[src/ufr_pkg.sv]
// shared types and constants for the serial frame receiver
// no dependencies; imported by ufr_frame_fsm and uart_frame_receiver

package ufr_pkg;

    // frame framing constants
    localparam logic [7:0] HEADER_BYTE    = 8'hEB;
    localparam logic [7:0] TAIL_MIN_COUNT = 8'd7;
    localparam logic [8:0] LENGTH_OFFSET  = 9'd3;
    localparam logic [7:0] MAX_DATA_COUNT = 8'd80;
    localparam logic [7:0] BUF_DEPTH      = 8'd128;

    // field widths
    localparam int unsigned BYTE_W   = 8;
    localparam int unsigned INDEX_W  = 7;
    localparam int unsigned TAIL_W   = 32;
    localparam int unsigned RECENT_W = 24;
    localparam int unsigned M_DATA_W = 24;

    // configuration register indexes
    localparam logic CFG_TAIL_PATTERN  = 1'b0;
    localparam logic CFG_FEEDBACK_CODE = 1'b1;

    // frame phase, one-hot
    typedef enum logic [5:0] {
        PH_HEADER  = 6'b000001,
        PH_LENGTH  = 6'b000010,
        PH_ADDRESS = 6'b000100,
        PH_COMMAND = 6'b001000,
        PH_DATA    = 6'b010000,
        PH_TAIL    = 6'b100000
    } phase_t;

    // result of one received byte
    typedef struct packed {
        logic                 store_valid;
        logic [INDEX_W-1:0]   store_index;
        logic [BYTE_W-1:0]    store_data;
        logic                 frame_done;
        logic                 ack_seen;
        logic                 frame_dropped;
    } result_t;

endpackage

[src/ufr_frame_fsm.sv]
// frame phase tracker: holds phase, count, length and recent bytes
// and computes the result of each received byte; uses ufr_pkg

module ufr_frame_fsm import ufr_pkg::*; (
    input  logic                 aclk,
    input  logic                 aresetn,
    input  logic                 byte_xfer,
    input  logic [BYTE_W-1:0]    rx_byte,
    input  logic [TAIL_W-1:0]    tail_pattern,
    input  logic [BYTE_W-1:0]    feedback_code,
    output result_t              result
);

    phase_t                phase_reg, phase_next;
    logic [INDEX_W-1:0]    count_reg, count_next;
    logic [BYTE_W-1:0]     length_reg, length_next;
    logic [RECENT_W-1:0]   recent_reg, recent_next;

    logic [7:0]            count_inc;
    logic                  keep;
    logic [INDEX_W-1:0]    idx;
    logic                  done, ack, drop;

    assign count_inc = {1'b0, count_reg} + 8'd1;

    // next state and result for the byte on rx_byte
    always_comb begin
        phase_next  = phase_reg;
        count_next  = count_reg;
        length_next = length_reg;
        keep        = 1'b0;
        idx         = '0;
        done        = 1'b0;
        ack         = 1'b0;
        drop        = 1'b0;
        unique case (phase_reg)
            PH_HEADER: begin
                if (rx_byte == HEADER_BYTE) begin
                    keep       = 1'b1;
                    idx        = '0;
                    count_next = 7'd1;
                end else if (count_reg == 7'd1) begin
                    keep       = 1'b1;
                    idx        = 7'd1;
                    count_next = 7'd2;
                    phase_next = PH_LENGTH;
                end else begin
                    count_next = '0;
                end
            end
            PH_LENGTH: begin
                keep        = 1'b1;
                idx         = count_reg;
                count_next  = count_inc[INDEX_W-1:0];
                length_next = rx_byte;
                if (rx_byte == feedback_code) begin
                    ack        = 1'b1;
                    phase_next = PH_TAIL;
                end else begin
                    phase_next = PH_ADDRESS;
                end
            end
            PH_ADDRESS: begin
                keep       = 1'b1;
                idx        = count_reg;
                count_next = count_inc[INDEX_W-1:0];
                phase_next = PH_COMMAND;
            end
            PH_COMMAND: begin
                keep       = 1'b1;
                idx        = count_reg;
                count_next = count_inc[INDEX_W-1:0];
                phase_next = PH_DATA;
            end
            PH_DATA: begin
                keep = 1'b1;
                idx  = count_reg;
                if (count_inc < MAX_DATA_COUNT) begin
                    count_next = count_inc[INDEX_W-1:0];
                    if (({1'b0, count_inc} + LENGTH_OFFSET) == {1'b0, length_reg}) begin
                        phase_next = PH_TAIL;
                    end
                end else begin
                    drop       = 1'b1;
                    count_next = '0;
                    phase_next = PH_HEADER;
                end
            end
            PH_TAIL: begin
                keep = 1'b1;
                idx  = count_reg;
                if (count_inc >= TAIL_MIN_COUNT && {recent_reg, rx_byte} == tail_pattern) begin
                    done       = 1'b1;
                    count_next = '0;
                    phase_next = PH_HEADER;
                end else if (count_inc >= BUF_DEPTH) begin
                    drop       = 1'b1;
                    count_next = '0;
                    phase_next = PH_HEADER;
                end else begin
                    count_next = count_inc[INDEX_W-1:0];
                end
            end
            default: begin
                count_next = '0;
                phase_next = PH_HEADER;
            end
        endcase
    end

    // history of kept bytes for the tail match
    assign recent_next = keep ? {recent_reg[RECENT_W-BYTE_W-1:0], rx_byte} : recent_reg;

    // result fields are zero for a discarded byte
    always_comb begin
        result.store_valid   = keep;
        result.store_index   = keep ? idx : '0;
        result.store_data    = keep ? rx_byte : '0;
        result.frame_done    = done;
        result.ack_seen      = ack;
        result.frame_dropped = drop;
    end

    // state update on each input transfer
    always_ff @(posedge aclk) begin
        if (!aresetn) begin
            phase_reg  <= PH_HEADER;
            count_reg  <= '0;
            length_reg <= '0;
            recent_reg <= '0;
        end else if (byte_xfer) begin
            phase_reg  <= phase_next;
            count_reg  <= count_next;
            length_reg <= length_next;
            recent_reg <= recent_next;
        end
    end

endmodule

[src/uart_frame_receiver.sv]
// top level of the serial frame receiver: config registers, result register
// depends on ufr_pkg and ufr_frame_fsm
//
// usage:
//   s_ channel carries one received byte per transfer in s_tdata.
//   every accepted byte produces exactly one result on the m_ channel: whether
//   the byte was kept, its index in the frame, the byte itself, and flags for
//   acknowledge length and dropped frame; m_tlast marks the byte that
//   completed the tail pattern. tail_pattern (index 0) and feedback_code (index 1)
//   are written through cfg_we / cfg_index / cfg_wdata; the user must write them only
//   while no byte is in flight, and the block itself does not enforce it.
// timing:
//   m_tvalid is registered and is set in the cycle after the input transfer; one byte
//   per cycle is sustained while m_tready is high, set by the one result register.
// reset:
//   aresetn low clears the phase to header hunt, the count, the history,
//   both config registers and the result register valid.
// stall:
//   while a result waits and m_tready is low, s_tready is low; the byte
//   is taken in the same cycle the pending result leaves.

module uart_frame_receiver import ufr_pkg::*; (
    input  logic                 aclk,
    input  logic                 aresetn,
    // input byte stream
    input  logic                 s_tvalid,
    output logic                 s_tready,
    input  logic [BYTE_W-1:0]    s_tdata,   // [7:0] rx_byte
    // result stream
    output logic                 m_tvalid,
    input  logic                 m_tready,
    output logic [M_DATA_W-1:0]  m_tdata,   // [0] store_valid, [7:1] store_index,
                                            // [15:8] store_data, [16] ack_seen,
                                            // [17] frame_dropped, [23:18] zero
    output logic                 m_tlast,   // frame_done
    // configuration write port
    input  logic                 cfg_we,
    input  logic                 cfg_index,
    input  logic [TAIL_W-1:0]    cfg_wdata
);

    logic [TAIL_W-1:0]  tail_pattern_reg;
    logic [BYTE_W-1:0]  feedback_code_reg;
    logic               s_xfer;
    result_t            step_result;
    result_t            result_reg;
    logic               m_valid_reg;

    assign s_tready = !m_valid_reg || m_tready;
    assign s_xfer   = s_tvalid && s_tready;

    // configuration registers
    always_ff @(posedge aclk) begin
        if (!aresetn) begin
            tail_pattern_reg  <= '0;
            feedback_code_reg <= '0;
        end else if (cfg_we) begin
            unique case (cfg_index)
                CFG_TAIL_PATTERN:  tail_pattern_reg  <= cfg_wdata;
                CFG_FEEDBACK_CODE: feedback_code_reg <= cfg_wdata[BYTE_W-1:0];
                default: ;
            endcase
        end
    end

    ufr_frame_fsm u_fsm (
        .aclk          (aclk),
        .aresetn       (aresetn),
        .byte_xfer     (s_xfer),
        .rx_byte       (s_tdata),
        .tail_pattern  (tail_pattern_reg),
        .feedback_code (feedback_code_reg),
        .result        (step_result)
    );

    // result register
    always_ff @(posedge aclk) begin
        if (!aresetn) begin
            m_valid_reg <= 1'b0;
        end else if (s_xfer) begin
            m_valid_reg <= 1'b1;
        end else if (m_tready) begin
            m_valid_reg <= 1'b0;
        end
    end

    always_ff @(posedge aclk) begin
        if (s_xfer) begin
            result_reg <= step_result;
        end
    end

    // output packing
    assign m_tvalid = m_valid_reg;
    assign m_tlast  = result_reg.frame_done;
    assign m_tdata  = {6'd0,
                       result_reg.frame_dropped,
                       result_reg.ack_seen,
                       result_reg.store_data,
                       result_reg.store_index,
                       result_reg.store_valid};

    // checks
    a_done_not_drop: assert property (@(posedge aclk) disable iff (!aresetn)
        m_tvalid |-> !(result_reg.frame_done && result_reg.frame_dropped))
        else $error("frame completed and dropped on the same byte");

    a_ack_index: assert property (@(posedge aclk) disable iff (!aresetn)
        (m_tvalid && result_reg.ack_seen) |->
            (result_reg.store_valid && result_reg.store_index == 7'd2))
        else $error("acknowledge flagged away from the length byte");

    a_discard_zero: assert property (@(posedge aclk) disable iff (!aresetn)
        (m_tvalid && !result_reg.store_valid) |->
            (result_reg.store_index == '0 && result_reg.store_data == '0 &&
             !result_reg.frame_done && !result_reg.frame_dropped))
        else $error("discarded byte carries nonzero result fields");

    a_result_follows: assert property (@(posedge aclk) disable iff (!aresetn)
        s_xfer |=> m_valid_reg)
        else $error("accepted byte produced no result");

endmodule

[config.mk]
export PLATFORM = sky130hd
export DESIGN_NAME = uart_frame_receiver
export DESIGN_NICKNAME = d
export VERILOG_FILES = /design/src/ufr_pkg.sv /design/src/ufr_frame_fsm.sv /design/src/uart_frame_receiver.sv
export SDC_FILE = /design/constraint.sdc
export NUM_CORES = 1
export LEC_CHECK = 0
export BUFFER_PORTS_ARGS = -buffer_cell sky130_fd_sc_hd__buf_2
export CORE_MARGIN = 4
export CORE_UTILIZATION = 50
export DETAILED_ROUTE_END_ITERATION = 7
export GPL_TIMING_DRIVEN = 0
export PLACE_DENSITY_LB_ADDON = 0.1
export SYNTH_ARGS = -nofsm -noshare
export SYNTH_HDL_FRONTEND = slang
export SYNTH_HIERARCHICAL = 1
export SYNTH_SLANG_ARGS = --single-unit
[constraint.sdc]
create_clock -name aclk -period 2.45 [get_ports aclk]
set_clock_uncertainty 0.1 [all_clocks]
set_input_delay 0.49 -clock aclk [delete_from_list [all_inputs] [get_ports aclk]]
set_output_delay 0.49 -clock aclk [all_outputs]
set_load 0.01 [all_outputs]
# Word-level counts from Yosys, hierarchy flattened
# Index checks and enable logic that the tools add are counted.
dict set report word_totals {
  reg_bits 105
  latch_bits 0
  ram_bits 0
  mem_bits_ro 0
  in_bits 46
  out_inout_bits 27
  elab_cells 74
  memories 0
}
dict set report op_classes {
  n_addsub 2
  mul 0
  div_mod_pow 0
  magnitude_cmp 3
  n_eq_ne 15
  shift 0
  n_mux 28
  bitwise_logic 1
  n_reduce_logical 12
}
# cell count
set ops {}
lappend ops {{$mux W6} 7}
lappend ops {{$pmux W6 S6} 1}
lappend ops {{$mux W7} 5}
lappend ops {{$eq A32 B32 Y1} 1}
lappend ops {{$pmux W7 S4} 1}
lappend ops {{$pmux W7 S2} 1}
lappend ops {{$mux W1} 10}
lappend ops {{$add A8 B2 Y9 const B} 1}
lappend ops {{$eq A9 B8 Y1} 1}
lappend ops {{$add A7 B1 Y8 const B} 1}
lappend ops {{$eq A8 B8 Y1} 1}
lappend ops {{$eq A8 B8 Y1 const B} 1}
lappend ops {{$ge A8 B3 Y1 const B} 1}
lappend ops {{$ge A8 B8 Y1 const B} 1}
lappend ops {{$lt A8 B7 Y1 const B} 1}
lappend ops {{$reduce_and A2 Y1} 4}
lappend ops {{$eq A7 B1 Y1 const B} 1}
lappend ops {{$eq A6 B1 Y1 const B} 1}
lappend ops {{$eq A6 B2 Y1 const B} 1}
lappend ops {{$eq A6 B3 Y1 const B} 1}
lappend ops {{$eq A6 B4 Y1 const B} 1}
lappend ops {{$eq A6 B5 Y1 const B} 1}
lappend ops {{$eq A6 B6 Y1 const B} 1}
lappend ops {{$reduce_and A5 Y1} 1}
lappend ops {{other kinds (13)} 15}

# Logic depth before layout (Yosys ltp)
dict set report logic_depth {
  ltp_word 6
  depth_mapped 11
  ltp_nobuf 9
}

# Modules after synthesis
# Netlist, hierarchy kept.
# mod n_inst cells_per_inst area_per_inst_um2 seq_area_each_um2
set modules_own_cells {}
lappend modules_own_cells {ufr_frame_fsm 1 413 3326.9 900.9}
lappend modules_own_cells {uart_frame_receiver 1 198 2280.9 1391.3}

# Least setup slack after synthesis
# No wires, ideal clock.
dict set report synth_timing {
  path_kind {reg-to-reg}
  start {reg u_fsm.count_reg[0]}
  end {reg u_fsm.phase_reg[0]}
  setup_time_ns 0.121
  arrival_time_ns 2.395
  t_required_ns 2.229
  path_slack_ns -0.166
  path_stages_with_launch 11
  path_buffers 1
  synth_period_minus_slack_ns 2.616
  path_cell_list {dfxtp_1 -> buf_4 -> inv_1 -> ha_1 -> nand3b_1 -> o31ai_1 -> a2111oi_0 -> and4_1 -> o221ai_2 -> a21oi_4 -> mux2_4}
}
dict set report synth_via {
  elab_chain_len 5
  elab_cells_between_ends 15
  cone_classes {2 x add/sub; 3 x order compare; 5 x eq/ne; 3 x mux; 2 x reduce/logical}
}
# item line
set synth_rtl {}
lappend synth_rtl {{start: declaration} ufr_frame_fsm.sv:15} ;# logic [INDEX_W-1:0] count_reg, count_next;
lappend synth_rtl {{start signal: assignment} ufr_frame_fsm.sv:133} ;# count_reg <= count_next;
lappend synth_rtl {{$add A7 B1 Y8} ufr_frame_fsm.sv:24} ;# assign count_inc = {1'b0, count_reg} + 8'd1;
lappend synth_rtl {{$add A8 B2 Y9 or $ge A8 B3 Y1 (tied branches)} {ufr_frame_fsm.sv:80, ufr_frame_fsm.sv:92}}
lappend synth_rtl {{$eq A9 B8 Y1 or $logic_and A1 B1 Y1 (tied branches)} {ufr_frame_fsm.sv:80, ufr_frame_fsm.sv:92}}
lappend synth_rtl {{$ne A3 B3 Y1 (no source line), or another cell as far along} -}
lappend synth_rtl {{$reduce_and A5 Y1 (no source line) or $pmux W6 S6 (tied branches)} -}
lappend synth_rtl {{end signal: assignment} ufr_frame_fsm.sv:132} ;# phase_reg <= phase_next;
lappend synth_rtl {{end: declaration} ufr_frame_fsm.sv:14} ;# phase_t phase_reg, phase_next;
# Several ways; a longest one is shown, not always the timed one.
# A chain may end at the register's enable or synchronous reset.

# Worst setup path in the final report
# Same ends and word-level chain as after synthesis.

==> reports/metrics.cfg <==
[status]
outcome = complete, no violations

[synthesis]
synth_adder_area_share = 0.00892
synthXorXnorAreaFrac = 0.0781
synth_edf_count = 19
avgSynthCellArea_sq_um = 9.18
synth_compound_area_frac = 0.118
synth_simple_gate_area_frac = 0.232
ys_seq_elements = 105
ys_seq_area_frac = 0.409
synth_top_family_by_area = simple AND/OR/NAND/NOR gates
yosysWarnings = 6
ys_types = 70
synth_area_sq_um = 5610
synthMuxAreaShare = 0.0839
ys_async_sr_fraction = 0
ys.flop_type = dfxtp_1
syn-instance-count = 611

[clocking]
cts_tree = built
clock_latency_ns = 0.39
cts_hold_buf = 0
cts_sinks = 105
clk_pin_slew_worst_paths_ns = 0.11
cts_buffer_depth = 2
h-tree-depth = 3
clock-root-buffer = clkbuf_8
cts_made_buffers = 9

[timing]
relSlewSlack = 0.634
tightest_slew_ns = 0.549
max_freq_mhz = 413
period_needed_ns = 2.42
rsz0062_at_grt = true
whs_ns = 0.230
finalCritPeriodShare = 0.989
final.setup.tns_ns = 0
setup_viol = 0
slew_violations = 0
hold_viol = 0

[die]
coreArea_sq_um = 10900
row_count = 38
io-pin-count = 73
die_h_um = 114
fp.dieW_um = 114
die_area_sq_um = 13000
initial_core_util = 0.515

[global_route]
grt_use_total = 0.217
antenna_found_initial = 0
first_global_vias = 4596
overflow = 0
grt_pass1_wl_mm = 22.2
grt_max_degree = 26

[placed_design]
dp_hpwl_mm = 9.92
io_buffers = 66
place.gp.congestion = 0.862

[power]
internal_power_mw = 2.59
clkPwrFrac = 0.285
comb_power_share = 0.199
worst_ir_drop_vdd_mv = 0.430
power_frac_seq = 0.516
swShare = 0.299
powerDensity_nw_per_um2 = 559
p_sw_mw = 1.10
p_leak_nw = 2.77

[route]
routed_wl_mm = 13.5
wl_per_cell_um = 15.9
drt_iter0_markers = 255
detailroute.via_count = 4470
viasPerCell = 5.28
drc_errors = 0
drt_first_pass_iters = 4
ant_nets = 0

[cells_and_area]
nNetsFinal = 752
layout_common_cells = nand2_1, buf_2, dfxtp_1, mux2i_1, xor2_1
drive_gt1_frac = 0.259
antenna_cells = 0
area_growth_pct = 17.8
largest_reg_flops = 32
final_common_cell = nand2_1

[worst_setup_path]
slowest_delay_ns = 0.40
arrival_ns = 2.60
worstPathCellList = buf_8 > inv_4 > ha_4 > a22oi_1 > o221ai_1 > or3_1 > and4_1 > o221ai_2 > a21oi_4 > mux2_4
r2r_slack_ns = 0.03
cp_slowest_cell = dfxtp_4
critPathBufInv = 2
path_delay_family = simple AND/OR/NAND/NOR gates
cp-end-kind = register
worstSetupPathType = register to register
cp_max_fo = 5
start_kind = register
critPathRequiredTime_ns = 2.63

[run]
cap_viol_max_count = 0

[worst_hold_path]
hp-class = primary input to register

synthesized netlist by cell type (7+ instances only):
cell | number | area share
nand2_1 | 147 | 0.098
dfxtp_1 | 86 | 0.31
mux2i_1 | 44 | 0.079
xor2_1 | 43 | 0.067
a21boi_0 | 30 | 0.040
buf_2 | 19 | 0.017
edfxtp_1 | 19 | 0.10
nor2_1 | 15 | 0.010
nor2b_1 | 15 | 0.017
buf_4 | 14 | 0.019
nand3_1 | 14 | 0.012
clkbuf_1 | 12 | 0.0080
and2_1 | 10 | 0.011
inv_1 | 10 | 0.0067
o21ai_0 | 10 | 0.0089
a21oi_1 | 8 | 0.0071
nor4_1 | 8 | 0.0089
xnor2_1 | 7 | 0.011
per-stage QoR:
step	setup slack (ns)	power [mW]	utilization	std cells	cell area [sq um]
after floorplan	0.0186	2.40	-	616	5650
after global placement	-0.513	2.59	0.565	822	6150
after detailed placement	-0.523	2.60	0.565	822	6150
after CTS	-0.00582	3.69	0.594	846	6470
after global routing	-0.0528	3.89	0.607	847	6610
final	0.0280	3.69	0.607	847	6610
routing by layer:
layer / global-route usage / vias up / wire, um
li1: - / 2243 / -
met3: 0.0456 / 27 / 504
met2: 0.397 / 93 / 7060
met4: 0.0863 / 0 / 404
met1: 0.247 / 2107 / 5500
met5: 0 / - / 0
cell families after synthesis:
group                      after synthesis
adders and majority gates                4
other                                    1
and+or+nand+nor                        258
DFF                                    105
AOI/OAI and AO/OA                       85
buffers and inverters                   62
muxes                                   46
xor gates and xnor gates                50
area by class of cell:
class,count,area (sq um)
Fill cell,987,4280
Multi-Input combinational cell,449,3120
Sequential cell,105,2300
Timing Repair Buffer,76,413
Buffer,51,363
Tap cell,140,175
Clock buffer,11,141
Clock inverter,5,46.3
Inverter,10,40.0
timing repair:
| item | 4_1_cts | 5_1_grt |
|---|---|---|
| gates resized for setup | 18 | 29 |
| cloned | 0 | 0 |
| setup endpoints to repair | 30 | 40 |
| pin swaps | 12 | 14 |
| buffers inserted | 8 | 2 |
worst register-to-register path: cells and delay by family (launching register included):
family	cells	cell delay, ns
buffers and inverters	2	0.15
adders and majority gates	1	0.25
muxes	1	0.29
and+or+nand+nor	2	0.61
AOI/OAI and AO/OA	4	0.53
DFF	1	0.40
power groups by stage:
stage / clock network (mW) / registers (mW) / logic, mW
2_1_floorplan: 0 / 1.94 / 0.455
3_3_place_gp: 0 / 1.94 / 0.650
3_5_place_dp: 0 / 1.94 / 0.660
4_1_cts: 1.09 / 1.90 / 0.702
5_1_grt: 1.17 / 1.92 / 0.804
6_report: 1.05 / 1.91 / 0.735
final timing paths:
path	start	endpoint	depth (start not counted)
max	u_fsm/count_reg[0]	u_fsm/phase_reg[0]	10
min	cfg_wdata[19]	tail_pattern_reg[19]	3
max reg2reg	u_fsm/count_reg[0]	u_fsm/phase_reg[0]	10
min reg2reg	tail_pattern_reg[4]	tail_pattern_reg[4]	2
No activity file was read; power rests on OpenSTA's default activity.
